--- src/rtl/sbit_pkg.sv ---
// ----------------------------------------------------------------------------
// Segment/box intersect test: package
// Widths, payload types and inter-stage structs shared by the core.
// ----------------------------------------------------------------------------
package sbit_pkg;

   localparam int FRAC_BITS_DEF = 16;
   localparam int FRAC_BITS_MAX = 24;
   localparam int COORD_W       = 32;
   localparam int BOX_W         = 16;
   localparam int SUM_W         = BOX_W + 1;
   localparam int DIFF_W        = COORD_W + 1;
   localparam int WIDE_W        = SUM_W + FRAC_BITS_MAX + 1;
   localparam int MAG_W         = COORD_W;
   localparam int PROD_W        = 2 * MAG_W;
   localparam int CSR_IDX_W     = 2;
   localparam int CSR_DATA_W    = BOX_W;
   localparam int LATENCY       = 7;

   typedef logic signed [COORD_W-1:0] coord_type;
   typedef logic signed [BOX_W-1:0]   box_type;
   typedef logic signed [SUM_W-1:0]   sum_type;
   typedef logic signed [DIFF_W-1:0]  diff_type;
   typedef logic signed [WIDE_W-1:0]  wide_type;
   typedef logic [MAG_W-1:0]          mag_type;
   typedef logic [PROD_W-1:0]         prod_type;

   localparam wide_type WIDE_ZERO = '0;
   localparam wide_type WIDE_ONE  = wide_type'(1);

   typedef enum logic [CSR_IDX_W-1:0] {
      CSR_CENTER_X = CSR_IDX_W'(0),
      CSR_CENTER_Y = CSR_IDX_W'(1)
   } csr_index_type;

   // front end -> multiplier stage
   typedef struct packed {
      logic    xhit_ok;
      logic    vert;
      logic    vhit;
      logic    neg;
      mag_type adx;
      mag_type ady;
      mag_type aox_a;
      mag_type aox_b;
      mag_type tg_val;
      mag_type tl_val;
      logic    tg_le0;
      logic    tg_gt;
      logic    tl_le0;
      logic    tl_gt;
   } sbit_mid_type;

   // multiplier stage -> decision stages
   typedef struct packed {
      logic     xhit_ok;
      logic     vert;
      logic     vhit;
      logic     neg;
      mag_type  half;
      prod_type n_a;
      prod_type n_b;
      prod_type p_g;
      prod_type p_l;
      logic     tg_le0;
      logic     tg_gt;
      logic     tl_le0;
      logic     tl_gt;
   } sbit_prod_type;

endpackage

--- src/rtl/sbit_front.sv ---
// ----------------------------------------------------------------------------
// Segment/box intersect test: front end
// Stages 1-4: corner offset and scaling, x clipping, slope magnitudes and
// y thresholds reduced to integer compare limits.
// ----------------------------------------------------------------------------
module sbit_front import sbit_pkg::*; #(
   parameter int FRAC_BITS = FRAC_BITS_DEF
) (
   input  logic         clock,
   input  logic         reset,
   input  logic         in_valid,
   input  coord_type    seg_x0,
   input  coord_type    seg_y0,
   input  coord_type    seg_x1,
   input  coord_type    seg_y1,
   input  box_type      box_left,
   input  box_type      box_bottom,
   input  box_type      box_right,
   input  box_type      box_top,
   input  box_type      center_x,
   input  box_type      center_y,
   output logic         mid_valid,
   output sbit_mid_type mid
);

   typedef struct packed {
      coord_type x0;
      coord_type y0;
      coord_type x1;
      coord_type y1;
      sum_type   bl;
      sum_type   bb;
      sum_type   br;
      sum_type   bt;
   } st1_type;

   typedef struct packed {
      coord_type x0;
      coord_type minx;
      coord_type maxx;
      sum_type   bl;
      sum_type   br;
      diff_type  dx;
      diff_type  dy;
      wide_type  kb;
      wide_type  kt;
      logic      box_ok;
      logic      vhit;
   } st2_type;

   typedef struct packed {
      coord_type x0;
      wide_type  lox;
      wide_type  hix;
      wide_type  tg;
      wide_type  tl;
      mag_type   adx;
      mag_type   ady;
      logic      sdx;
      logic      neg;
      logic      vert;
      logic      box_ok;
      logic      vhit;
   } st3_type;

   function automatic sum_type add_center(input box_type b, input box_type c);
      return sum_type'({b[BOX_W-1], b}) + sum_type'({c[BOX_W-1], c});
   endfunction

   function automatic wide_type scale(input sum_type s);
      wide_type w;
      w = {{(WIDE_W-SUM_W){s[SUM_W-1]}}, s};
      return w <<< FRAC_BITS;
   endfunction

   function automatic wide_type widen(input coord_type c);
      return {{(WIDE_W-COORD_W){c[COORD_W-1]}}, c};
   endfunction

   function automatic diff_type sub_coord(input coord_type a, input coord_type b);
      return diff_type'({a[COORD_W-1], a}) - diff_type'({b[COORD_W-1], b});
   endfunction

   function automatic mag_type mag_of(input diff_type d);
      diff_type n;
      n = d[DIFF_W-1] ? -d : d;
      return n[MAG_W-1:0];
   endfunction

   logic         v1_ff, v2_ff, v3_ff, v4_ff;
   st1_type      st1_in, st1_ff;
   st2_type      st2_in, st2_ff;
   st3_type      st3_in, st3_ff;
   sbit_mid_type mid_in, mid_ff;

   wide_type y0w, y1w, bbw, btw;
   wide_type blw, brw, mnw, mxw;
   wide_type x0w, da, db, adyw;

   // stage 1: capture, box corners moved by the grid center
   always_comb begin
      st1_in.x0 = seg_x0;
      st1_in.y0 = seg_y0;
      st1_in.x1 = seg_x1;
      st1_in.y1 = seg_y1;
      st1_in.bl = add_center(box_left, center_x);
      st1_in.br = add_center(box_right, center_x);
      st1_in.bb = add_center(box_bottom, center_y);
      st1_in.bt = add_center(box_top, center_y);
   end

   // stage 2: x extent, deltas, y offsets to the box edges
   always_comb begin
      y0w = widen(st1_ff.y0);
      y1w = widen(st1_ff.y1);
      bbw = scale(st1_ff.bb);
      btw = scale(st1_ff.bt);
      st2_in.x0     = st1_ff.x0;
      st2_in.minx   = (st1_ff.x0 < st1_ff.x1) ? st1_ff.x0 : st1_ff.x1;
      st2_in.maxx   = (st1_ff.x0 < st1_ff.x1) ? st1_ff.x1 : st1_ff.x0;
      st2_in.bl     = st1_ff.bl;
      st2_in.br     = st1_ff.br;
      st2_in.dx     = sub_coord(st1_ff.x1, st1_ff.x0);
      st2_in.dy     = sub_coord(st1_ff.y1, st1_ff.y0);
      st2_in.kb     = bbw - y0w;
      st2_in.kt     = btw - y0w;
      st2_in.box_ok = st1_ff.bb <= st1_ff.bt;
      st2_in.vhit   = ((y0w >= bbw) | (y1w >= bbw)) & ((y0w <= btw) | (y1w <= btw));
   end

   // stage 3: clip to box, magnitudes, quotient thresholds
   always_comb begin
      blw = scale(st2_ff.bl);
      brw = scale(st2_ff.br);
      mnw = widen(st2_ff.minx);
      mxw = widen(st2_ff.maxx);
      st3_in.x0     = st2_ff.x0;
      st3_in.lox    = (mnw < blw) ? blw : mnw;
      st3_in.hix    = (mxw > brw) ? brw : mxw;
      st3_in.adx    = mag_of(st2_ff.dx);
      st3_in.ady    = mag_of(st2_ff.dy);
      st3_in.sdx    = st2_ff.dx[DIFF_W-1];
      st3_in.neg    = st2_ff.dy[DIFF_W-1];
      st3_in.vert   = st2_ff.dx == diff_type'(0);
      st3_in.box_ok = st2_ff.box_ok;
      st3_in.vhit   = st2_ff.vhit;
      // y >= bottom and y <= top become q >= T tests, inverted when dy < 0
      st3_in.tg     = st2_ff.dy[DIFF_W-1] ? (WIDE_ONE - st2_ff.kb) : st2_ff.kb;
      st3_in.tl     = st2_ff.dy[DIFF_W-1] ? (WIDE_ZERO - st2_ff.kt) : (st2_ff.kt + WIDE_ONE);
   end

   // stage 4: x overlap, |x - x0| at both clipped bounds, threshold range
   always_comb begin
      x0w  = widen(st3_ff.x0);
      da   = st3_ff.sdx ? (x0w - st3_ff.lox) : (st3_ff.lox - x0w);
      db   = st3_ff.sdx ? (x0w - st3_ff.hix) : (st3_ff.hix - x0w);
      adyw = {{(WIDE_W-MAG_W){1'b0}}, st3_ff.ady};
      mid_in.xhit_ok = (st3_ff.lox <= st3_ff.hix) & st3_ff.box_ok;
      mid_in.vert    = st3_ff.vert;
      mid_in.vhit    = st3_ff.vhit;
      mid_in.neg     = st3_ff.neg;
      mid_in.adx     = st3_ff.adx;
      mid_in.ady     = st3_ff.ady;
      mid_in.aox_a   = da[MAG_W-1:0];
      mid_in.aox_b   = db[MAG_W-1:0];
      mid_in.tg_val  = st3_ff.tg[MAG_W-1:0];
      mid_in.tl_val  = st3_ff.tl[MAG_W-1:0];
      mid_in.tg_le0  = st3_ff.tg <= WIDE_ZERO;
      mid_in.tg_gt   = st3_ff.tg > adyw;
      mid_in.tl_le0  = st3_ff.tl <= WIDE_ZERO;
      mid_in.tl_gt   = st3_ff.tl > adyw;
   end

   always_ff @(posedge clock) begin
      if (reset) begin
         v1_ff <= 1'b0;
         v2_ff <= 1'b0;
         v3_ff <= 1'b0;
         v4_ff <= 1'b0;
      end else begin
         v1_ff <= in_valid;
         v2_ff <= v1_ff;
         v3_ff <= v2_ff;
         v4_ff <= v3_ff;
      end
   end

   always_ff @(posedge clock) begin
      st1_ff <= st1_in;
      st2_ff <= st2_in;
      st3_ff <= st3_in;
      mid_ff <= mid_in;
   end

   assign mid_valid = v4_ff;
   assign mid       = mid_ff;

endmodule

--- config.mk ---
export PLATFORM = sky130hd
export DESIGN_NAME = sbit_front
export DESIGN_NICKNAME = d
export VERILOG_FILES = /design/src/rtl/sbit_pkg.sv /design/src/rtl/sbit_front.sv
export SDC_FILE = /design/constraint.sdc
export NUM_CORES = 2
export LEC_CHECK = 0
export BUFFER_PORTS_ARGS = -buffer_cell sky130_fd_sc_hd__buf_4
export CAP_MARGIN = 20
export CORE_MARGIN = 2
export CORE_UTILIZATION = 55
export CTS_CLUSTER_DIAMETER = 60
export CTS_CLUSTER_SIZE = 20
export DETAILED_ROUTE_END_ITERATION = 7
export PLACE_DENSITY = 0.76
export SLEW_MARGIN = 10
export SYNTH_ARGS = -nofsm -noshare
export SYNTH_HDL_FRONTEND = slang
export SYNTH_SLANG_ARGS = --single-unit
--- constraint.sdc ---
create_clock -name clock -period 4.01 [get_ports clock]
set_input_delay 0.2005 -clock clock [delete_from_list [all_inputs] [get_ports clock]]
set_output_delay 0.2005 -clock clock [all_outputs]
set_load 0.005 [all_outputs]
* Word level (Yosys, flattened, before mapping)
Cells that the tools add are included.
** Storage, ports and cells
- Register bits after elaboration :: 935
- Bits of input ports :: 227
- Output and inout port bits :: 201
- Logic and storage cells :: 96
** Cells by class
- Add/subtract/negate cells :: 17
- Order comparisons :: 13
- Mux-type cells :: 10
- Bitwise operators :: 4
- Reductions and logical operators :: 1
** Operators by type and width (number)
- $mux 32 :: 6
- $mux 42 :: 4
- $sub 32x32->32 :: 4
- $gt 42x33->1 :: 2
- $le 42x1->1 const B :: 2
- $add 16x16->17 :: 4
- $sub 33x32->34 :: 2
- $ge 32x33->1 :: 2
- $le 32x33->1 :: 2
- $sub 32x32->33 :: 2
- $neg 32->32 :: 2
- $le 42x42->1 :: 1
- $add 34x2->35 const B :: 1
- $sub 1x34->35 const A :: 1
- $sub 2x34->35 const A :: 1
- $gt 32x33->1 :: 1
- $logic_not 33->1 :: 1
- $lt 32x33->1 :: 1
- $lt 32x32->1 :: 1
- $le 17x17->1 :: 1
- $and 1x1->1 :: 2
- $or 1x1->1 :: 2

* Longest topological paths before layout
- Depth in word-level cells :: 3
- Depth in mapped cells :: 13
- Mapped depth without buffers :: 12

* Worst setup path after synthesis
No wires, ideal clock.
- Kind :: register to register
- From :: reg st1_ff[134] (netlist name)
- To :: reg st2_ff[112] (netlist name)
- Library setup time :: 133 ps
- Arrival time :: 2778 ps
- Data required time :: 3877 ps
- Slack :: 1099 ps
- Cell stages (with the launch flop) :: 12
- Path buffers :: 0
- Period minus slack after synthesis :: 2911 ps
- Cell sequence :: dfxtp_1 inv_1 ha_1 nor2b_1 o31a_1 o41ai_1 a21oi_1 o31ai_1 o21bai_1 o31ai_1 mux2i_1 o2111ai_1
** RTL lines
- start, declared :: line sbit_front.sv:91 : st1_type st1_in, st1_ff;
- start signal, assigned :: line sbit_front.sv:189 : st1_ff <= st1_in;
- end signal, assigned :: line sbit_front.sv:190 : st2_ff <= st2_in;
- end, declared :: line sbit_front.sv:92 : st2_type st2_in, st2_ff;

* Worst setup path in the final report
- From :: reg st3_ff[238] (netlist name)
- To :: reg mid_ff (netlist bit mid[96])
** Between the ends
- Word-level cells in the longest chain between the ends :: 2
- Elaborated cells between the ends (all ways) :: 3
- Classes of those cells :: 2 x add/sub; 1 x mux
** RTL lines
- start, declared :: line sbit_front.sv:93 : st3_type st3_in, st3_ff;
- start signal, assigned :: line sbit_front.sv:191 : st3_ff <= st3_in;
- $sub 32x32->32 :: line sbit_front.sv:156 : db = st3_ff.sdx ? (x0w - st3_ff.hix) : (st3_ff.hix - x0w);
- $mux 32 (*) :: line sbit_front.sv:156
- net db[28] :: line sbit_front.sv:98 : wide_type x0w, da, db, adyw;
- end signal, assigned :: line sbit_front.sv:192 : mid_ff <= mid_in;
- end, declared :: line sbit_front.sv:94 : sbit_mid_type mid_in, mid_ff;
Mark *: on every way through the listed nets, which the timed path passes. The rest lies on a longest branch.
A chain may end at the register's enable or synchronous reset.

==> tab_implementation.tex <==
\begin{tabular}{lr}
\hline
Metric & Value \\
\hline
\multicolumn{2}{l}{\textbf{Status}} \\
Result of the run & completed \\
\multicolumn{2}{l}{\textbf{Global routing}} \\
Antenna violations before repair & 9 \\
Global-route total usage across every layer & 0.3075 \\
Largest net degree at the start of global routing & 70 \\
First-pass GRT wire length & approximately 190000 um \\
Met1 GRT Util & 0.4502 \\
Final global-route overflow total & 0 \\
Global routing met2 resource utilization & 0.4644 \\
Vias in the first global route & roughly 33000 \\
Global-route met3 utilization & 0.04424 \\
Layer with the highest usage & met2 \\
\multicolumn{2}{l}{\textbf{STA}} \\
Max Freq & 0.2666 GHz \\
Transition time at the pin with the least slew margin & a little under 0.9 ns \\
Final worst path period share & 0.9354 \\
Final Hold Fails & 0 \\
Final Slew Violations & 0 \\
Setup repair after global routing missed its margin & no \\
Headroom to the max-slew limit & 0.4063 \\
Final TNS setup & 0 ns \\
Final Skew & $\sim$0.035 ns \\
Minimum clock period after layout & around 3.8 ns \\
Setup ws final & 0.2592 ns \\
Final count of negative-setup-slack endpoints & 0 \\
\multicolumn{2}{l}{\textbf{Clock network}} \\
Clk slew on worst S/H paths & roughly 0.08 ns \\
Clock latency of the later-clocked register in the worst-skew pair & approximately 0.64 ns \\
Number of buffers on the longest clock path & 3 \\
CTS tree & done \\
Number of buffers added by the clock tree synthesis step & slightly below 70 \\
Clk Tree Root Cell & clkbuf\_16 \\
Clock tree sinks & 887 \\
CTS-repair resized insts & 0 \\
H-tree level count & 3 \\
\multicolumn{2}{l}{\textbf{Power}} \\
Fraction of power spent switching nets & 0.3615 \\
Fraction of power consumed by combinational cells & 0.347 \\
Ratio of total power to cell area & about 600 mW/mm\^{}2 \\
Part of the power in the clock network & 0.228 \\
Internal power of the cells & slightly below 20 mW \\
Final Power & 30.66 mW \\
Switching power & about 11 mW \\
Portion of total power attributed to sequential cells & 0.425 \\
IR Drop Worst-Case VDD & 0.3547 mV \\
Static leakage power & 22.97 nW \\
\multicolumn{2}{l}{\textbf{Flow run}} \\
Maximum capacitance violations & 0 \\
\multicolumn{2}{l}{\textbf{Synth}} \\
EDFF count, synth & 0 \\
Portion of synthesized cell area occupied by the leading cell type & 0.4283 \\
Syn\_area\_per\_cell & a little under 10 sq um \\
Synth Area in Compound Gates & 0.1626 \\
Simple-gate share of the synthesized area & 0.1185 \\
Mux contribution to synthesized area & 0.02973 \\
Count of cell types in the netlist & 86 \\
FF+latch count, synth & 887 \\
Synth async-reset ratio & 0 \\
Sequential fraction of the synthesis area & 0.4283 \\
Cell area after synthesis & 0.04146 sq mm \\
Largest cells by area after synthesis & dfxtp\_1, ha\_1, xnor2\_1 \\
Cell type contributing the most total cell area after synthesis & dfxtp\_1 \\
Main combinational cell family by area after synthesis & compound AO/OA/AOI/OAI gates \\
XOR/XNOR Fraction of Synth Area & 0.06824 \\
Synthesized Nets & 4994 \\
Adder-cell share of the synthesized area & 0.1482 \\
Top cell types by occurrence after synthesis & dfxtp\_1, ha\_1, inv\_1, a21oi\_1, xnor2\_1 \\
Yosys warning total & 0 \\
Leading cell type by number of instances after synthesis & dfxtp\_1 \\
Syn Inst Count & 4282 \\
Top FF cell, synth & dfxtp\_1 \\
\multicolumn{2}{l}{\textbf{Worst setup path}} \\
Worst endpoint data arrival time & 4.28 ns \\
Type of element capturing the critical path & flop \\
Kind of critical path & reg -> reg \\
Longest individual stage delay on the worst path & 0.62 ns \\
Required time of the critical path & $\sim$4.5 ns \\
Critical path's slowest cell & o32ai\_1 \\
Count of buffer and inverter cells on the critical path & 1 \\
WP depth & 11 \\
Number of cell instances on the worst register-to-register path & 11 \\
Cell class contributing the biggest share of worst-path delay & compound AO/OA/AOI/OAI gates \\
Crit start category & flop \\
Cells along the critical path & inv\_1, fa\_1, nor2b\_1, o21ai\_0, a21boi\_0, o41ai\_1, a211o\_1, o32ai\_1, a22oi\_1, or4\_1, o2111ai\_1 \\
CP max FO & 5 \\
\multicolumn{2}{l}{\textbf{Drt}} \\
Via/cell ratio & around 5.7 \\
Final wirelength & roughly 120000 um \\
First drt pass iteration count & 6 \\
Remaining number of nets flagged by the antenna check after routing & 0 \\
Routed wire per std cell & roughly 21 um \\
Routed vias & $\sim$34000 \\
Initial drt markers & $\sim$3000 \\
DRC Markers & 0 \\
\multicolumn{2}{l}{\textbf{Place}} \\
Total half-perimeter wirelength after legalization and detailed placement & about 95000 um \\
Placement Setup Slack & 0.3680 ns \\
Port Buffers & 427 \\
Cell area reported after detailed placement & 0.04560 sq mm \\
Placer congestion estimate & about 0.96 \\
\multicolumn{2}{l}{\textbf{Floorplanning}} \\
IO Count & roughly 430 \\
Die boundary width & 278.6 um \\
Die Y & approximately 280 um \\
Initial cell density of the core & 0.5559 \\
Die Footprint & 0.07759 sq mm \\
Num rows & 100 \\
Core Region & approximately 0.075 sq mm \\
\multicolumn{2}{l}{\textbf{Hold path}} \\
Count of cells along the worst hold path & 4 \\
Hold/Removal Path Class & in -> reg \\
\multicolumn{2}{l}{\textbf{Finish}} \\
Final Net Count & 5648 \\
Area of all placed cells without fillers & between 0.05 and 0.06 sq mm \\
Final core area utilization & 0.6746 \\
Share of cells above drive strength 1 & 0.1313 \\
Area growth from synthesis to layout & 21.35\% \\
\hline
\end{tabular}
-- worst register-to-register path: stages (launching register included) --
cell,delay (ns)
dfxtp_1,0.47
inv_1,0.17
fa_1,0.45
nor2b_1,0.12
o21ai_0,0.09
a21boi_0,0.28
o41ai_1,0.18
a211o_1,0.30
o32ai_1,0.62
a22oi_1,0.33
or4_1,0.53
o2111ai_1,0.11
-- flip-flops by register name (all words and copies together), names as in the netlist, 17 cells and up --
register  cells
adyw         32
bbw          17
blw          17
brw          17
btw          17
mid         200
mid_in       99
mnw          32
mxw          32
st1_ff      162
st2_ff      152
st3_ff      106
-- cell type report --
class                           count  area, sq um
Multi-Input combinational cell   2908        21860
Timing Repair Buffer              685         5753
Antenna cell                        5        12.51
Clock buffer                       77         1819
Fill cell                        5818        24260
Clock inverter                     32        444.2
Inverter                          385         1445
Sequential cell                   887        17760
Tap cell                          969         1212
-- through the flow --
stage / std cells / hold slack [ns]
after floorplan: 4282 / 0.2282
after global placement: 5592 / 0.3052
after detailed placement: 5592 / 0.3059
after CTS: 5942 / 0.009549
after global routing: 5947 / 0.02848
final: 5948 / 0.03696
-- routing by layer --
metal	wire length, um	share of wire	vias up
met5	0	0	-
met4	4139	0.034	0
met3	8635	0.070	226
met2	52170	0.42	1358
met1	57990	0.47	16090
li1	-	-	16410
-- power by group through the flow --
stage | Clock [mW] | Combinational (mW) | Sequential (mW)
3_5_place_dp | 0 | 10.1 | 13.2
2_1_floorplan | 0 | 6.51 | 12.4
4_1_cts | 7.09 | 10.4 | 13.0
6_report | 7.00 | 10.6 | 13.0
3_3_place_gp | 0 | 10.0 | 13.1
5_1_grt | 7.42 | 11.6 | 13.2
-- path summary, 6_finish.rpt --
| kind | from | end | slack, ns |
|---|---|---|---|
| setup / recovery | st3_ff[238] | mid[96] | 0.26 |
| hold reg to reg | st2_ff[275] | st3_ff[262] | 0.33 |
| hold / removal | center_x[14] | st1_ff[32] | 0.04 |
| setup reg to reg | st3_ff[238] | mid[96] | 0.26 |
-- placed cells by master, fill, tap and decap left out, drive strengths merged, types with 44 or more instances in the layout --
cell	synthesis	final
dfxtp	887	887
ha	475	475
buf	20	444
inv	385	405
a21oi	297	297
xnor2	247	247
dlygate4sd3	0	241
nor2	205	205
nand2	205	205
o21ai	199	199
a21o	140	140
mux2	97	97
nor2b	83	83
nand4	77	77
clkbuf	82	77
xor2	76	76
nor3	73	73
nand3	70	70
nor4	56	56
o31ai	48	48
and3	44	44
-- kinds of logic (layout without fill, tap and decap cells) --
| group | Yosys count | after routing |
|---|---|---|
| AOI/OAI and AO/OA | 1037 | 1037 |
| and+or+nand+nor | 952 | 952 |
| DFF | 887 | 887 |
| buffers and inverters | 487 | 1179 |
| adders and majority gates | 485 | 485 |
| xor gates and xnor gates | 323 | 323 |
| muxes | 111 | 111 |
| other | 0 | 5 |
-- timing repair --
action / CTS / global route
endpoints found under the setup margin: 0 / 0
hold buffers: 241 / 0
endpoints found under the hold margin: 195 / 0
buffers inserted: 0 / 0
No activity file was read; power rests on OpenSTA's default activity.
