$ cat src/rtl/sbit_pkg.sv
// ----------------------------------------------------------------------------
// Segment/box intersect test: package
// Widths, payload types and inter-stage structs shared by the core.
// ----------------------------------------------------------------------------
package sbit_pkg;

   localparam int FRAC_BITS_DEF = 16;
   localparam int FRAC_BITS_MAX = 24;
   localparam int COORD_W       = 32;
   localparam int BOX_W         = 16;
   localparam int SUM_W         = BOX_W + 1;
   localparam int DIFF_W        = COORD_W + 1;
   localparam int WIDE_W        = SUM_W + FRAC_BITS_MAX + 1;
   localparam int MAG_W         = COORD_W;
   localparam int PROD_W        = 2 * MAG_W;
   localparam int CSR_IDX_W     = 2;
   localparam int CSR_DATA_W    = BOX_W;
   localparam int LATENCY       = 7;

   typedef logic signed [COORD_W-1:0] coord_type;
   typedef logic signed [BOX_W-1:0]   box_type;
   typedef logic signed [SUM_W-1:0]   sum_type;
   typedef logic signed [DIFF_W-1:0]  diff_type;
   typedef logic signed [WIDE_W-1:0]  wide_type;
   typedef logic [MAG_W-1:0]          mag_type;
   typedef logic [PROD_W-1:0]         prod_type;

   localparam wide_type WIDE_ZERO = '0;
   localparam wide_type WIDE_ONE  = wide_type'(1);

   typedef enum logic [CSR_IDX_W-1:0] {
      CSR_CENTER_X = CSR_IDX_W'(0),
      CSR_CENTER_Y = CSR_IDX_W'(1)
   } csr_index_type;

   // front end -> multiplier stage
   typedef struct packed {
      logic    xhit_ok;
      logic    vert;
      logic    vhit;
      logic    neg;
      mag_type adx;
      mag_type ady;
      mag_type aox_a;
      mag_type aox_b;
      mag_type tg_val;
      mag_type tl_val;
      logic    tg_le0;
      logic    tg_gt;
      logic    tl_le0;
      logic    tl_gt;
   } sbit_mid_type;

   // multiplier stage -> decision stages
   typedef struct packed {
      logic     xhit_ok;
      logic     vert;
      logic     vhit;
      logic     neg;
      mag_type  half;
      prod_type n_a;
      prod_type n_b;
      prod_type p_g;
      prod_type p_l;
      logic     tg_le0;
      logic     tg_gt;
      logic     tl_le0;
      logic     tl_gt;
   } sbit_prod_type;

endpackage

$ cat src/rtl/sbit_judge.sv
// ----------------------------------------------------------------------------
// Segment/box intersect test: decision stages
// Stages 6-7: rounded quotient compares against the y thresholds, final hit.
// ----------------------------------------------------------------------------
module sbit_judge import sbit_pkg::*; (
   input  logic          clock,
   input  logic          reset,
   input  logic          prod_valid,
   input  sbit_prod_type prod,
   output logic          out_valid,
   output logic          out_hit
);

   logic     v6_ff, v7_ff;
   logic     yhit_in, yhit_ff;
   logic     vhit_ff, vert_ff, xhit_ok_ff;
   logic     hit_in, hit_ff;
   prod_type aa, ab;
   logic     ga, gb, la, lb;

   // q >= T  <=>  N + |dx|/2 >= T*|dx|, for T in 1..|dy|
   always_comb begin
      aa = prod.n_a + PROD_W'(prod.half);
      ab = prod.n_b + PROD_W'(prod.half);
      ga = prod.tg_le0 | (~prod.tg_gt & (aa >= prod.p_g));
      gb = prod.tg_le0 | (~prod.tg_gt & (ab >= prod.p_g));
      la = prod.tl_le0 | (~prod.tl_gt & (aa >= prod.p_l));
      lb = prod.tl_le0 | (~prod.tl_gt & (ab >= prod.p_l));
      yhit_in = ((ga ^ prod.neg) | (gb ^ prod.neg)) &
                ((la ^ ~prod.neg) | (lb ^ ~prod.neg));
   end

   assign hit_in = xhit_ok_ff & (vert_ff ? vhit_ff : yhit_ff);

   always_ff @(posedge clock) begin
      if (reset) begin
         v6_ff <= 1'b0;
         v7_ff <= 1'b0;
      end else begin
         v6_ff <= prod_valid;
         v7_ff <= v6_ff;
      end
   end

   always_ff @(posedge clock) begin
      yhit_ff    <= yhit_in;
      vhit_ff    <= prod.vhit;
      vert_ff    <= prod.vert;
      xhit_ok_ff <= prod.xhit_ok;
      hit_ff     <= hit_in;
   end

   assign out_valid = v7_ff;
   assign out_hit   = hit_ff;

endmodule

$ cat config.mk
export PLATFORM = sky130hd
export DESIGN_NAME = sbit_judge
export DESIGN_NICKNAME = d
export VERILOG_FILES = /design/src/rtl/sbit_pkg.sv /design/src/rtl/sbit_judge.sv
export SDC_FILE = /design/constraint.sdc
export NUM_CORES = 1
export LEC_CHECK = 0
export BUFFER_PORTS_ARGS = -buffer_cell sky130_fd_sc_hd__buf_2
export CAP_MARGIN = 20
export CORE_ASPECT_RATIO = 1.2
export CORE_MARGIN = 5
export CORE_UTILIZATION = 45
export CTS_CLUSTER_SIZE = 12
export DETAILED_ROUTE_END_ITERATION = 10
export GPL_TIMING_DRIVEN = 1
export PLACE_DENSITY = 0.71
export SLEW_MARGIN = 40
export SYNTH_ARGS = -nofsm -noshare
export SYNTH_HDL_FRONTEND = slang
export SYNTH_SLANG_ARGS = --single-unit
$ cat constraint.sdc
create_clock -name clock -period 7.1 [get_ports clock]
set_input_delay 1.42 -clock clock [delete_from_list [all_inputs] [get_ports clock]]
set_output_delay 1.42 -clock clock [all_outputs]
set_load 0.005 [all_outputs]
**After elaboration in Yosys (flattened, before gate mapping)**

Index checks and enable logic that the tools add are counted.

- Register bits after elaboration: 7
- Bits of input ports: 299
- Output and inout port bits: 2
- Logic and storage cells: 33

- $add $sub $neg: 2
- $lt $le $gt $ge: 4
- Mux-type cells: 1
- Bitwise gates (word level): 19

Operators by type and width:

| operator | count |
|---|---|
| $ge A64 B64 Y1 | 4 |
| $add A64 B32 Y64 | 2 |
| $and A1 B1 Y1 | 6 |
| $or A1 B1 Y1 | 6 |
| $xor A1 B1 Y1 | 4 |
| $not A1 Y1 | 3 |
| $mux W1 | 1 |

**Longest topological paths before layout**

Gate-level depths: netlist of the first run.

- Word-level depth: 7
- Gate-level depth with buffers: 25
- Gate-level depth less buffers: 24

**Worst setup path after synthesis of the first run**

No wires, ideal clock.

- Kind: input-to-reg
- From: in prod[132] (netlist name)
- To: reg yhit_ff
- Setup time: 0.136 ns
- Arrival: 5.468 ns
- Data required time: 6.964 ns
- Slack: 1.496 ns
- Cell stages on the path: 21
- Path buffers: 0
- Cell sequence: ha_1 inv_1 fa_1 nor2b_1 o21a_1 o21ai_0 a21oi_1 a41oi_1 o31a_1 o21ai_2 and2_1 nand2_1 xnor2_1 ha_1 nand4_1 nor4_1 nand3_1 a2111oi_0 nor3_1 o311ai_0 a211oi_1

- Word-level cells in the longest chain between the ends: 7
- Elaborated cells between the ends (all ways): 12
- Classes of those cells: add/sub (1); order compare (2); bitwise (9)

RTL lines:

| what | RTL line | RTL |
|---|---|---|
| start, declared | sbit_judge.sv:9 | `input sbit_prod_type prod,` |
| $add A64 B32 Y64 (*) | sbit_judge.sv:24 | `ab = prod.n_b + PROD_W'(prod.half);` |
| $ge A64 B64 Y1 (on tied branches) | sbit_judge.sv:26, sbit_judge.sv:28 |  |
| $and A1 B1 Y1 (on tied branches) | sbit_judge.sv:26, sbit_judge.sv:28 |  |
| $or A1 B1 Y1 (on tied branches) | sbit_judge.sv:26, sbit_judge.sv:28 |  |
| $xor A1 B1 Y1 (on tied branches) | sbit_judge.sv:29, sbit_judge.sv:30 |  |
| $or A1 B1 Y1 (on tied branches) | sbit_judge.sv:29, sbit_judge.sv:30 |  |
| $and A1 B1 Y1 (*) | sbit_judge.sv:29 | `yhit_in = ((ga ^ prod.neg) \| (gb ^ prod.neg)) &` |
| via yhit_in | sbit_judge.sv:15 | `logic yhit_in, yhit_ff;` |
| end signal, assigned | sbit_judge.sv:46 | `yhit_ff <= yhit_in;` |
| end, declared | sbit_judge.sv:15 |  |

Mark *: on every way through the listed nets, which the timed path passes. The rest lies on a longest branch.
A chain may end at the register's enable or synchronous reset.

**Worst setup path after layout of the first run**

- From: in prod[260] (netlist name)
- To: reg yhit_ff

- Word-level cells in the longest chain between the ends: 7
- Elaborated cells between the ends (all ways): 21
- Classes of those cells: add/sub (2); order compare (4); bitwise (15)

RTL lines:

| what | RTL line |
|---|---|
| $add A64 B32 Y64 (on tied branches) | sbit_judge.sv:23, sbit_judge.sv:24 |
| $ge A64 B64 Y1 (on tied branches) | - |
| $and A1 B1 Y1 (on tied branches) | - |
| $or A1 B1 Y1 (on tied branches) | - |
| $xor A1 B1 Y1 (on tied branches) | sbit_judge.sv:29, sbit_judge.sv:30 |
| $or A1 B1 Y1 (on tied branches) | sbit_judge.sv:29, sbit_judge.sv:30 |
| $and A1 B1 Y1 (*) | sbit_judge.sv:29 |
| via yhit_in | sbit_judge.sv:15 |

Marks and branches as above.

==> results of run 1 <==
==> cells in the mapped netlist, drive strengths merged (3+ instances only) <==
| cell type | n |
|---|---|
| or3 | 3 |
| nand2b | 15 |
| xnor2 | 85 |
| a221oi | 5 |
| and4 | 7 |
| nand4 | 69 |
| ha | 320 |
| xor2 | 37 |
| nand2 | 100 |
| dfxtp | 7 |
| a41oi | 4 |
| and2 | 7 |
| or2 | 5 |
| o211ai | 12 |
| o21ai | 62 |
| inv | 152 |
| a221o | 3 |
| o21bai | 13 |
| o21a | 14 |
| nor2b | 19 |
| o41ai | 6 |
| nor2 | 79 |
| a21o | 87 |
| a31oi | 11 |
| and3 | 23 |
| clkbuf | 10 |
| a21oi | 139 |
| o31ai | 3 |
| a2111oi | 7 |
| nor4 | 10 |
| nor3 | 31 |
| buf | 4 |
| a41o | 3 |
| a211oi | 13 |
| o2111ai | 3 |
| nand3 | 32 |
==> repair_timing <==
item,CTS,global route
endpoints found under the hold margin,0,0
setup endpoints to repair,0,1
resized for setup,0,1
==> metrics by stage <==
step                total power, W  hold slack, ns  worst slack [ns]  util, %
floorplan                 0.000779           0.414              1.50        -
global placement           0.00110           0.419             0.520     53.6
detailed placement         0.00112           0.433             0.354     53.7
CTS                        0.00123           0.442             0.596     54.0
global route               0.00139           0.455             0.191     54.1
finish                     0.00124           0.437             0.588     54.1
==> power groups by stage <==
stage | Combinational, W | Clock [W] | Sequential [W]
after floorplan | 0.000736 | 0 | 0.0000433
after global placement | 0.00105 | 0 | 0.0000437
after detailed placement | 0.00108 | 0 | 0.0000437
after CTS | 0.00109 | 0.000103 | 0.0000431
after global routing | 0.00124 | 0.000105 | 0.0000432
final | 0.00110 | 0.000102 | 0.0000431
==> cell type report <==
type | instances | area share [%]
Multi-Input combinational cell | 1245 | 78.0
Timing Repair Buffer | 305 | 12.4
Inverter | 152 | 4.57
Tap cell | 315 | 3.16
Sequential cell | 7 | 1.12
Clock buffer | 4 | 0.632
Antenna cell | 4 | 0.0802
==> state kept, by name (all words and copies together), names as in the netlist <==
signal	flops
v6_ff	1
xhit_ok_ff	1
out_valid	1
vhit_ff	1
vert_ff	1
yhit_ff	1
out_hit	1
==> layer usage <==
metal  up-vias  track usage, %  routed length [µm]
met5         -               0                  57
met1      5109            31.1               14900
li1       5834               -                   -
met4         8            7.82                1210
met2       386            48.0               17800
met3        81            2.53                2050
==> critical path, stage by stage <==
cell and delay, ns:
buf_2 0.09, ha_1 0.17, inv_1 0.06, fa_1 0.39
nand2b_1 0.23, a21oi_1 0.25, o21ai_0 0.22, a21oi_1 0.35
o211ai_1 0.15, nand2_1 0.16, a41oi_1 0.16, o21bai_2 0.19
buf_12 0.18, nand4_1 0.13, xnor2_1 0.19, ha_1 0.30
nand4_1 0.19, nor4_1 0.53, o311ai_0 0.24, o2111ai_1 0.32
a21oi_1 0.14, o311ai_0 0.39, a211oi_1 0.15
==> cells by family after synthesis <==
group | Yosys count
AOI/OAI and AO/OA | 397
xor gates and xnor gates | 122
adders and majority gates | 322
buffers and inverters | 166
DFF | 7
muxes | 1
and+or+nand+nor | 403
==> how the worst max path moves through the flow <==
| stage | cells after the start | to |
|---|---|---|
| after global routing | 22 | yhit_ff |
| after detailed placement | 22 | yhit_ff |
| after floorplan | 21 | yhit_ff |
| final | 23 | yhit_ff |
| after global placement | 24 | yhit_ff |
| after CTS | 22 | yhit_ff |
==> results.md, run 1 <==
Synthesis:
- The average cell area after synthesis is 7.40 µm².
- After synthesis, the share of flip-flops with an asynchronous set or reset is 0%.
- The fraction of the yosys area taken by sequential cells is 1.33%.
- Of the total synthesized cell area, the portion taken by full adders, half adders and majority gates is 38.5%.
- The post-synthesis instance area is 10500 µm².
- In the synthesized netlist, the number of instances is 1418.
- After synthesis, the largest family of logic cells by area is adder cells.
- The multiplexer fraction of the synthesized cell area is 0.0954%.
- Among all flip-flop cells after synthesis, the most frequent one is dfxtp_1.
- Counting distinct cell types in the post-synthesis netlist gives 59.
- By area the synthesized netlist is led by ha_1, xnor2_1, a21oi_1, a21o_1, inv_1.
- The number of synthesized register bits is 7.
- The synthesized-area fraction occupied by xor and xnor cells is 10.2%.
- The proportion of netlist area held by the largest area contributor is 38.1%.
- The number of warning messages in the yosys log is 0.
- Synthesis produced a netlist with a net count of 2039.
- The synthesized design contains 0 enable-type register cells.
- Summing the areas of all and, or, nand and nor instances in the mapped netlist gives 19.3% of the synthesized area.
- The synthesized design spends more area on one cell type than any other, namely ha_1.
- The synthesized netlist devotes 24.5% of its cell area to compound gates.

Power:
- The share of power burned in registers is 3.5%.
- Dividing total power by cell area gives a power density of 99.6 nW/µm².
- In this run, the combinational gates consume 88.4% of the power.
- The worst-case IR drop observed on VDD is 0.0549 mV.
- The static leakage is 6.85 nW.
- The switching power total is 0.000651 W.
- Net switching is 52.4% of the power.
- The share of power burned in the clock network is 8.2%.
- The total internal power is 0.000591 W.

Final layout:
- The library cell used most frequently in the layout, excluding fill and tap cells, is ha_1.
- The net count of the finished layout is 2335.
- The top cell types in the final layout, fill and taps aside, are ha_1, buf_2, inv_1, a21oi_1, nand2_1.
- The area added between synthesis and finish is 18.8%.
- The share of layout cells above drive strength 1 is 18.9%.
- The filler-free cell count of the finished design is 2032.
- After routing the design area is 12500 µm².
- The area used by sequential logic in the layout is 140 µm².
- The multi-input combinational cells in the finished layout cover a total of 9730 µm².
- The filler cells instantiated in the layout total 2354.

Clocking:
- The CTS buffer count is 3.
- The number of clock sinks seen by CTS is 7.
- The TritonCTS clock tree is yes.
- For the worst-skew pair, the clock arrives at the later sink with an insertion delay of 0.24 ns.
- The clock slew seen by the registers of the worst setup and hold paths is 0.04 ns.
- In this run the deepest clock path goes through 2 buffers.
- The number of setup buffers added after CTS is 0.
- The root buffer cell is clkbuf_16.
- For this design, the CTS-stage hold fixing added 0 buffers.
- The maximum level of the CTS H-tree is 1.

Timing:
- The number of failing hold endpoints at the final stage is 0.
- The sum of negative setup slack is 0 ns.
- The max-slew violation total from the final report is 0.
- The setup violation total in the final timing report is 0.
- The maximum achievable frequency is 154 MHz.
- Measured against its own limit, the worst slew margin works out to 58.2%.
- Across the routed clock network, the largest skew measured is 0.00374 ns.
- In the finished design, the share of the clock period the worst path needs comes to 91.7%.
- Setup repair after global routing left no endpoint under its margin.
- The actual transition at the worst max-transition pin is 0.619 ns.
- The clock period minus final worst setup slack is 6.51 ns.

Place:
- The count of buffers added on input and output ports is 300.
- The total placed cells including tap cells is 2024.
- The cell area after placement is 12400 µm².
- The routability congestion estimate is 0.958.
- The HPWL after detailed placement is 32.9 mm.

Floorplanning:
- The total area inside the core boundary comes to 23000 µm².
- Measured along the x axis, the die boundary spans 149 µm.
- The floorplan has 61 rows.
- Pin placement for this block handled 301 I/O pins.
- The initial standard-cell utilization of the core is 45.5%.
- The floorplan die area is 26500 µm².
- The die is 177 µm tall.

Worst setup path:
- In this run the worst path has a maximum fanout of 16.
- Measured in cells, the most critical reg-to-reg path has a length of 2.
- In this run the critical register-to-register path is launched from vert_ff.
- The required time of the worst setup path is 7.20 ns.
- The type of the worst setup path is primary input to register.
- STA classifies the critical path endpoint as a register.
- Setup slack on the worst reg-to-reg path comes out at 6.43 ns.
- The terminus of the critical flop-to-flop path is out_hit.
- The worst setup path is launched from a primary input.
- At the worst endpoint, the arrival time is 6.61 ns.
- The most critical setup path has its startpoint at prod[260].

Route:
- Summing over every cut layer, the via total after detailed routing is 11400.
- The total wire length after detailed routing is 36.0 mm.
- Dividing the detail-routed wire length by the instance count gives 17.7 µm.
- The DRC violation count after routing is 0.
- The detail-routed via count per cell is 5.62.
- The remaining antenna violation count after routing is 0.
- The detailed router finished its first iteration with 650 violations.
- The first TritonRoute pass finished after 5 iterations.

Hold path:
- The start point of the worst hold path is v6_ff.
- The tightest min-delay check is of the register to register type.
- The end point of the most critical hold path is out_valid.
- The cell count of the worst hold path is 1.

GRT:
- The global-route usage over all layers is 25.8%.
- The number of global-route vias before repair is 11600.
- The aggregate global routing overflow is 0.
- The first global-routing pass estimated 55.7 mm of wire.
- The number of antenna violations at the first check in global routing was 4.
- The maximum number of pins on one net before global-route repair is 17.

Run:
- The reported max-cap violation count is 0.

Status:
- The run finished with clean final reports.
(Power assumes the default switching activity.)
==> run 2, diff against run 1 <==
--- a/config.mk
+++ b/config.mk
@@ -14,6 +14,7 @@
 export DETAILED_ROUTE_END_ITERATION = 10
 export GPL_TIMING_DRIVEN = 1
 export PLACE_DENSITY = 0.71
+export REMOVE_ABC_BUFFERS = 1
 export SLEW_MARGIN = 40
 export SYNTH_ARGS = -nofsm -noshare
 export SYNTH_HDL_FRONTEND = slang
==> run 2 against run 1 <==
Net effect: worst setup slack lost 0.22 ns; wire length rose by 4.6%; die area stayed put; clock skew grew 0.0018 ns; via count increased by 2.3%; global-route usage up 1.3 points; critical endpoint unchanged; highest routed layer unchanged.
==> results.md, run 2 (same netlist as run 1, synthesis figures left out) <==
Clocking:
- The number of resized instances in the post-cts repair step is 0 (unchanged).
- The root buffer cell is clkbuf_16 (unchanged).
- The largest buffer count on any clock path is 2 (unchanged).
- The hold buffer count at CTS came to 0 (unchanged).
- The CTS buffer count is 3 (unchanged).
- The worst-skew pair later-pin latency is 0.24 ns (about the same).
- The TritonCTS clock tree is yes (unchanged).
- The clock slew seen by the registers of the worst setup and hold paths is 0.04 ns (about the same).
- The maximum level of the CTS H-tree was 1 (unchanged).
- The count of buffers added by post-CTS timing repair for setup is 0 (unchanged).
- The number of clock sinks seen by CTS came to 7 (unchanged).

GRT:
- The aggregate global routing overflow is 0 (unchanged).
- The number of global-route vias before repair was 11900 (was 11600).
- The number of antenna violations at the first check in global routing is 2 (was 4).
- The wire length of the first global-routing pass is 58.1 mm (was 55.7 mm).
- The global-route usage over all layers is 27.1% (was 25.8%).
- The maximum number of pins on one net before global-route repair is 15 (was 17).

Timing:
- The worst relative slew slack came to 43.3% (was 58.2%).
- The number of failing hold endpoints at the final stage is 0 (unchanged).
- Unrepaired setup endpoints after global routing: false (unchanged).
- The max-slew violation total from the final report was 0 (unchanged).
- The final period utilization is 94.8% (was 91.7%).
- The actual transition at the worst max-transition pin was 0.840 ns (was 0.619 ns).
- The setup violation total in the final timing report is 0 (unchanged).
- The sum of negative setup slack is 0 ns (unchanged).
- The clock period minus final worst setup slack is 6.73 ns (was 6.51 ns).
- The worst clock skew on the final layout is 0.00551 ns (was 0.00374 ns).
- The minimum hold slack is 0.449 ns (was 0.437 ns).
- The maximum achievable frequency is 149 MHz (was 154 MHz).

Floorplanning:
- The row count is 61 (unchanged).
- The floorplan die area is 26500 µm² (unchanged).
- The overall die width came to 149 µm (unchanged).
- The top-level I/O count was 301 (unchanged).
- The die height is 177 µm (unchanged).
- The initial standard-cell utilization of the core is 45.5% (unchanged).
- The area of the core is 23000 µm² (unchanged).

Status:
- Status: complete, no violations (unchanged).

Worst setup path:
- The required time of the worst setup path was 7.21 ns (was 7.20 ns).
- The number of buffers and inverters on the critical path is 2 (was 3).
- The sort of element at the end of the critical path is a register (unchanged).
- The terminus of the critical flop-to-flop path is out_hit (unchanged).
- The kind of launch point of the worst setup path was a primary input (unchanged).
- The dominant delay contributor by cell family on the critical path is compound AO/OA/AOI/OAI gates (unchanged).
- The instance count on the critical path is 22 (was 23).
- The maximum single-stage delay on the critical path is 0.53 ns (about the same).
- The flop-to-flop setup slack is 6.43 ns (about the same).
- The type of the worst setup path is primary input to register (unchanged).
- The cell type with the highest occurrence count on the critical path is ha_1 (was a21oi_1).
- The first element of the critical path is prod[260] (unchanged).
- The data arrival time of the worst path is 6.84 ns (was 6.61 ns).
- The critical register-to-register path startpoint is vert_ff (unchanged).
- The critical path endpoint is yhit_ff (unchanged).
- The slowest cell on the critical path is nor4_1 (unchanged).
- The cell count of the worst reg-to-reg path is 2 (unchanged).
- The largest fanout on the critical path came to 10 (was 16).
- Cells along the critical path: buf_2 > ha_1 > inv_1 > fa_1 > nor2b_1 > o21a_1 > o21ai_0 > a21oi_1 > a41oi_1 > o31a_1 > o21ai_4 > and2_1 > nand2_1 > xnor2_1 > ha_1 > nand4_1 > nor4_1 > nand3_1 > a2111oi_0 > nor3_1 > o311ai_0 > a211oi_1 (was buf_2 > ha_1 > inv_1 > fa_1 > nand2b_1 > a21oi_1 > o21ai_0 > a21oi_1 > o211ai_1 > nand2_1 > a41oi_1 > o21bai_2 > buf_12 > nand4_1 > xnor2_1 > ha_1 > nand4_1 > nor4_1 > o311ai_0 > o2111ai_1 > a21oi_1 > o311ai_0 > a211oi_1).

Final layout:
- The area added between synthesis and finish is 19.4% (was 18.8%).
- The share of layout cells above drive strength 1 is 19.3% (was 18.9%).
- Most used cells in the layout excluding fill and tap cells: ha_1, buf_2, inv_1, a21oi_1, nand2_1 (unchanged).
- The final-stage net count is 2345 (was 2335).
- The leading cell type in the layout, fill and taps excluded is ha_1 (unchanged).

Run:
- The reported max-cap violation count is 0 (unchanged).

Power:
- The total power per unit cell area is 100 nW/µm² (was 99.6 nW/µm²).
- The power consumption is 0.00125 W (was 0.00124 W).
- The worst IR drop on VDD is 0.0823 mV (was 0.0549 mV).
- The static leakage is 6.89 nW (was 6.85 nW).

Route:
- The mean routed wirelength per cell is 18.5 µm (was 17.7 µm).
- The total wire length after detailed routing came to 37.7 mm (was 36.0 mm).
- The iteration-0 DRC count of the detailed router is 556 (was 650).
- The remaining antenna violation count after routing was 0 (unchanged).
- The detail-routed via count per cell is 5.73 (was 5.62).
- The DRC violation count after routing is 0 (unchanged).
- The length of the first detailed-routing pass in iterations is 5 (unchanged).
- The via count was 11700 (was 11400).

Place:
- The routability congestion estimate was 1.03 (was 0.958).
- The final HPWL from detailed placement was 34.4 mm (was 32.9 mm).
- The port buffer count is 300 (unchanged).

Hold path:
- The worst hold path class was register to register (unchanged).
-- run 2: cell count changes in the layout (fill, tap and decap cells not counted), sizes merged --
| cell | previous run | this run |
|---|---|---|
| diode | 4 | 2 |
| buf | 305 | 315 |
-- run 2: how the worst min path moves through the flow --
stage	from	endpoint	slack [ns]	depth (start not counted)
2_1_floorplan	xhit_ok_ff	out_hit	0.41	1
3_3_place_gp	v6_ff	out_valid	0.42	1
3_5_place_dp	v6_ff	out_valid	0.45	1
4_1_cts	v6_ff	out_valid	0.45	1
5_1_grt	v6_ff	out_valid	0.47	1
6_report	v6_ff	out_valid	0.45	1
-- run 2: cell type report --
cell class	instances	area (µm²)
Timing Repair Buffer	315	1620
Clock buffer	4	78.8
Tap cell	315	394
Fill cell	2332	10500
Antenna cell	2	5.00
Sequential cell	7	140
Inverter	152	571
Multi-Input combinational cell	1245	9730
-- run 2: stage by stage --
stage                     setup slack (ns)  std cells  util (%)  instance area (µm²)
after detailed placement             0.106       2034      54.0                12400
after global placement               0.371       2033      53.9                12400
after CTS                            0.325       2038      54.3                12500
after floorplan                       1.46       1404         -                10400
after global routing              0.000768       2039      54.4                12500
final                                0.366       2040      54.4                12500
-- run 2: power by group --
part	internal, W	switching, W	leakage [nW]	total, W
logic	0.000477	0.000632	6.80	0.00111
registers	0.0000420	0.00000120	0.0585	0.0000432
clock network	0.0000751	0.0000252	0.0382	0.000100
-- run 2: worst register-to-register path, stage by stage (launching register included) --
cell,delay [ns]
dfxtp_1,0.32
mux2i_1,0.18
nor2b_1,0.06
-- run 2: metal layers --
metal / GRT usage (%) / vias up / wire length [µm]
met5: 0 / - / 20
met1: 30.7 / 5296 / 14900
met4: 11.0 / 2 / 1650
li1: - / 5858 / -
met3: 2.45 / 90 / 2250
met2: 51.4 / 434 / 18900
